===== config.mk =====
export PLATFORM = sky130hd
export DESIGN_NAME = wwt_div
export DESIGN_NICKNAME = d
export VERILOG_FILES = /design/src/rtl/wwt_div.sv
export SDC_FILE = /design/constraint.sdc
export NUM_CORES = 1
export LEC_CHECK = 0
export ABC_AREA = 1
export BUFFER_PORTS_ARGS = -buffer_cell sky130_fd_sc_hd__buf_2
export CELL_PAD_IN_SITES_DETAIL_PLACEMENT = 0
export CELL_PAD_IN_SITES_GLOBAL_PLACEMENT = 1
export CORE_MARGIN = 10
export CORE_UTILIZATION = 42
export DETAILED_ROUTE_END_ITERATION = 7
export GPL_TIMING_DRIVEN = 0
export PLACE_DENSITY = 0.94
export SYNTH_ARGS = -nofsm -noshare
export SYNTH_HDL_FRONTEND = slang
export SYNTH_SLANG_ARGS = --single-unit

===== constraint.sdc =====
create_clock -name clk -period 3.25 [get_ports clk]
set_input_delay 0.65 -clock clk [delete_from_list [all_inputs] [get_ports clk]]
set_output_delay 0.65 -clock clk [all_outputs]
set_load 0.01 [all_outputs]

===== src/rtl/wwt_div.sv =====
// ----------------------------------------------------------------------------
// wwt_div
// Restoring divider, one quotient bit per cycle.
// ----------------------------------------------------------------------------
module wwt_div #(
	parameter int NW = 24,
	parameter int DW = 9
) (
	input  logic          clk,
	input  logic          arst_n,
	input  logic          go,
	input  logic [NW-1:0] num,
	input  logic [DW-1:0] den,
	output logic          done,
	output logic [NW-1:0] quot
);

	localparam int CNT_W = $clog2(NW + 1);

	logic [NW-1:0]    quot_q;
	logic [DW:0]      rem_q;
	logic [DW-1:0]    den_q;
	logic [CNT_W-1:0] cnt_q;
	logic             run_q;
	logic             done_q;
	logic [DW:0]      trial;
	logic             fits;

	assign trial = {rem_q[DW-1:0], quot_q[NW-1]};
	assign fits  = trial >= {1'b0, den_q};

	always_ff @(posedge clk or negedge arst_n) begin
		if (!arst_n) begin
			run_q  <= 1'b0;
			done_q <= 1'b0;
			cnt_q  <= '0;
		end else begin
			done_q <= 1'b0;
			if (go) begin
				run_q <= 1'b1;
				cnt_q <= CNT_W'(NW);
			end else if (run_q) begin
				cnt_q <= cnt_q - 1'b1;
				if (cnt_q == CNT_W'(1)) begin
					run_q  <= 1'b0;
					done_q <= 1'b1;
				end
			end
		end
	end

	always_ff @(posedge clk) begin
		if (go) begin
			quot_q <= num;
			rem_q  <= '0;
			den_q  <= den;
		end else if (run_q) begin
			rem_q  <= fits ? trial - {1'b0, den_q} : trial;
			quot_q <= {quot_q[NW-2:0], fits};
		end
	end

	assign done = done_q;
	assign quot = quot_q;

endmodule


Yosys cells after proc, flatten, opt, wreduce, memory -nomap -nowiden --
Cells that the tools add are included. Widths: inputs -> output; s select.
Operators by class: add/subtract/negate cells 2, $lt $le $gt $ge 1, eq/ne operators 1, multiplexer cells 11, reductions and logical operators 1
Operators by type and width (number):
- $mux 24 | 2
- $ge 10x9->1 | 1
- $mux 5 | 2
- $mux 9 | 1
- $sub 9x9->9 | 1
- $mux 1 | 6
- $eq 5x1->1 const B | 1
- $sub 5x1->5 const B | 1
- $reduce_bool 2->1 | 1
Storage, ports and cells: bits in registers 49, output and inout port bits 25, word-level logic and storage cells 22

Longest topological paths before layout --
depth in word-level cells 4, depth in mapped cells 13

Least setup slack after synthesis --
Ideal clock, no wire load.
path kind register -> register, start point register quot_q[23], in the netlist quot[23], end point register quot_q[0], in the netlist quot[0] (data pin), library setup time 0.262 ns, arrival time 1.597 ns, required time 2.988 ns, path slack 1.391 ns, cell stages (with the launch flop) 10, clock period less this slack 1.859 ns, path through edfxtp_1 -> inv_1 -> ha_1 -> inv_1 -> fa_1 -> nand4_1 -> nand2_1 -> nand2_2 -> buf_6 -> a31oi_1
On the way: longest elaborated chain between the ends 3
RTL lines:
- start: declaration | line 20 | logic [NW-1:0] quot_q;
- start signal: assignment | line 54 | quot_q <= num;
- start signal: assignment | line 59 | quot_q <= {quot_q[NW-2:0], fits};
- $ge 10x9->1 | line 30 | assign fits = trial >= {1'b0, den_q};
- $mux 24 | line 57 | end else if (run_q) begin
- $mux 24 | line 53 | if (go) begin
Every way passes these cells. The select of a mux whose other input is x is not followed. A chain may end at the register's enable or synchronous reset.

Worst setup path in the final report --
start point input port go, end point register quot_q[8], in the netlist quot[8], enable pin
On the way: longest elaborated chain between the ends 1
RTL lines:
- start: declaration | line 11 | input logic go,
- $reduce_bool 2->1 (no line)
Every way passes these cells.

==> results.txt <==
run status -> completed
dominant cell type by count on the critical path -> sky130_fd_sc_hd__buf_2
fin area -> 3070 sq um
worst path cell trace -> buf_2, buf_2, nor2_1, inv_1
number of nets in the layout -> 428
Max-slew headroom -> 34.7%
fill cell total of the finished layout -> 573
number of maximum-capacitance constraint violations -> 0
hold slack final -> 0.169 ns
highest attainable clock frequency -> 488 MHz
Slew @ Worst Pin -> 0.978 ns
top library cells by usage in the layout, fill and taps aside -> sky130_fd_sc_hd__nand2_1, sky130_fd_sc_hd__buf_2, sky130_fd_sc_hd__inv_1, sky130_fd_sc_hd__edfxtp_1, sky130_fd_sc_hd__nand3_1
Crit Path Class -> input port to flip-flop
Avg Synthesized Cell Area -> 8.26 sq um
global-route congestion overflow total -> 0
global routing usage summed across all routing layers -> 12.4%
root buffer cell -> sky130_fd_sc_hd__clkbuf_8
startpoint kind of the worst setup timing path -> input port
cell depth of the worst flop-to-flop path -> 9
worst-case clock buffer depth -> 2
instance area after placement -> 2980 sq um
floorplan row count -> 28
DRC violation count after routing -> 0
global placement routability congestion -> 0.831
number of buffers added to fix hold violations after cts -> 0
launch point of the worst reg-to-reg path -> quot[23]$_DFFE_PP_
vias -> 2143
chip width -> 98.5 microns
setup violation total in the final timing report -> 0
total die area -> 9700 sq um
cell type with the highest aggregate area in the netlist -> sky130_fd_sc_hd__edfxtp_1
R2R Setup Slk -> 1.28 ns
overall die height -> 98.5 microns
Post-Syn Nets -> 361
Buffers & Inverters on Critical Path -> 3
portion of synthesized cell area occupied by the leading cell type -> 38.3%
Total Wirelength -> 5900 microns
first-pass GRT wire length -> 10000 microns
top_reg_cell synth -> sky130_fd_sc_hd__edfxtp_1
first-iteration detailed-routing DRC count -> 167
cell count along the critical path -> 4
Pwr Density -> 671 nW/um^2
post-synthesis cell count -> 313
Arr. time, crit path -> 1.97 ns
post-detailed-route wirelength per cell -> 12.9 microns
number of buffer cells added on primary ports -> 60
via count of the first global-routing pass -> 2186
reg2reg end -> quot[0]$_DFFE_PP_
number of instances resized during post-cts repair -> 0
proportion of synthesized chip area in sequential cells -> 52.1%
fraction of registers with async set or reset after synthesis -> 14.3%
stage delay of the slowest cell on the critical path -> 0.71 ns
number of sinks handled by clock tree synthesis -> 49
CTS buffer count -> 5
netlist area before placement -> 2590 sq um
minimum period implied by the final worst setup slack -> 2.05 ns
leakage -> 1.66 nW
Final TNS setup -> 0 ns
HPWL after detailed placement -> 4460 microns
dominant delay contributor by cell family on the critical path -> buffers and inverters
first-pass iteration count of the detailed router -> 5
top post-synthesis cells by area -> sky130_fd_sc_hd__edfxtp_1, sky130_fd_sc_hd__nand2_1, sky130_fd_sc_hd__dfxtp_1, sky130_fd_sc_hd__dfrtp_1, sky130_fd_sc_hd__inv_1
unrepaired setup endpoints after global routing -> no
unique cell type count in the Yosys netlist -> 29
Worst Path Required -> 3.17 ns
Post-synth EDFFs -> 33
routed via count divided by cell count -> 4.70
number of antenna violations at the first check in global routing -> 0
clock tree from TritonCTS -> built
portion of the clock cycle consumed by the worst path in the final layout -> 63.0%
diode insertion count for antenna repair -> 0
P&R area growth vs syn -> 18.5%
final hold vios -> 0
clock tree skew after final layout -> 0.0108 ns
VDD IR max -> 289 uV
total chip power -> 0.00206 W
type of destination of the critical path -> flip-flop
Starting Density -> 43.4%
most common cell after layout, fill and taps aside -> sky130_fd_sc_hd__nand2_1
Worst Hold Class -> input port to async pin
Place WS -> 0.851 ns
maximum fanout along the worst path -> 26
final-report max-slew violation count -> 0
setup slack after layout -> 1.20 ns
largest net degree at the start of global routing -> 27
clk_lat worst skew -> 0.30 ns
core region area -> 5960 sq um
clock-pin slew of the registers on the worst-case setup and hold paths -> 0.08 ns
number of ports placed on the die boundary -> 61
number of nets with antenna violations after routing -> 0
yosys synthesis warning count -> 0
CTS H-tree depth -> 2
fraction of final layout cells with drive strength greater than 1 -> 21.0%
Slowest-stage cell, CP -> sky130_fd_sc_hd__inv_1
#FFs+latches synth -> 49
post-CTS setup buffer count -> 0
[where the power goes]
part / internal [W] / switching (W) / total [W]
Sequential: 0.000777 / 0.0000713 / 0.000849
Clock: 0.000154 / 0.000198 / 0.000352
Combinational: 0.000347 / 0.000509 / 0.000856
Total: 0.00128 / 0.000778 / 0.00206
[logic make-up (layout without fill, tap and decap cells)]
group / count (synthesis) / in the layout / share of synthesized area [%]
simple gates: 182 / 182 / 29.4
compound gates: 13 / 13 / 2.71
fa+ha+maj: 12 / 12 / 6.10
xor+xnor: 3 / 3 / 1.02
buf+inv: 54 / 122 / 8.76
flops: 49 / 49 / 52.1
[per-stage QoR]
stage                     utilization [%]  instances
after floorplan                         -        313
after global placement               50.0        448
after detailed placement             50.0        448
after CTS                            51.5        456
after global routing                 51.5        456
final                                51.5        456
[cell usage after synthesis, types with 2 or more instances]
library cell               count
sky130_fd_sc_hd__nand2_2       4
sky130_fd_sc_hd__buf_6         2
sky130_fd_sc_hd__nand3_1      24
sky130_fd_sc_hd__ha_1         11
sky130_fd_sc_hd__dfxtp_1       9
sky130_fd_sc_hd__inv_1        42
sky130_fd_sc_hd__nand3_2       2
sky130_fd_sc_hd__buf_4         2
sky130_fd_sc_hd__dfrtp_1       7
sky130_fd_sc_hd__clkbuf_1      4
sky130_fd_sc_hd__edfxtp_1     33
sky130_fd_sc_hd__a21oi_1       6
sky130_fd_sc_hd__nor2_1       11
sky130_fd_sc_hd__o21ai_0       4
sky130_fd_sc_hd__nand4_1       3
sky130_fd_sc_hd__nand2_1     134
sky130_fd_sc_hd__xnor2_1       3
[worst reg2reg max path, cell delays in order, from the launching register on]
cell	delay, ns
sky130_fd_sc_hd__edfxtp_1	0.41
sky130_fd_sc_hd__inv_1	0.11
sky130_fd_sc_hd__ha_1	0.15
sky130_fd_sc_hd__inv_1	0.07
sky130_fd_sc_hd__fa_1	0.42
sky130_fd_sc_hd__nand4_1	0.13
sky130_fd_sc_hd__nand2_1	0.10
sky130_fd_sc_hd__nand2_2	0.09
sky130_fd_sc_hd__buf_6	0.15
sky130_fd_sc_hd__a31oi_1	0.09
[flip-flops by register name, indices dropped and copies added, names as in the netlist]
| signal | flops |
|---|---|
| quot | 24 |
| den_q | 9 |
| cnt_q | 5 |
| done | 1 |
| rem_q | 9 |
| run_q | 1 |
[area by class of cell]
class                      count  area, sq um  area share (%)
buffer                        10         61.3            2.00
clock buffer                   7         76.3            2.49
clock inverter                 1         8.76           0.286
inverter                      44          165            5.39
multi-input combinational    210         1010            33.1
sequential                    49         1350            43.9
tap                           75         93.8            3.06
timing repair buffer          60          300            9.80
[per-layer routing]
layer	global-route usage, %	up-vias	routed length [microns]
met5	0	-	0
met4	6.17	0	103
met3	5.52	6	517
met2	18.1	62	2580
met1	15.0	959	2700
li1	-	1116	-
[worst max path at each step]
stage	from	endpoint	slack [ns]
finish	go	quot[8]$_DFFE_PP_	1.20
global route	go	quot[8]$_DFFE_PP_	1.07
CTS	go	quot[8]$_DFFE_PP_	1.16
detailed placement	go	quot[6]$_DFFE_PP_	0.85
global placement	go	quot[14]$_DFFE_PP_	0.87
floorplan	quot[23]$_DFFE_PP_	quot[0]$_DFFE_PP_	1.39
No activity file was read; power rests on OpenSTA's default activity.
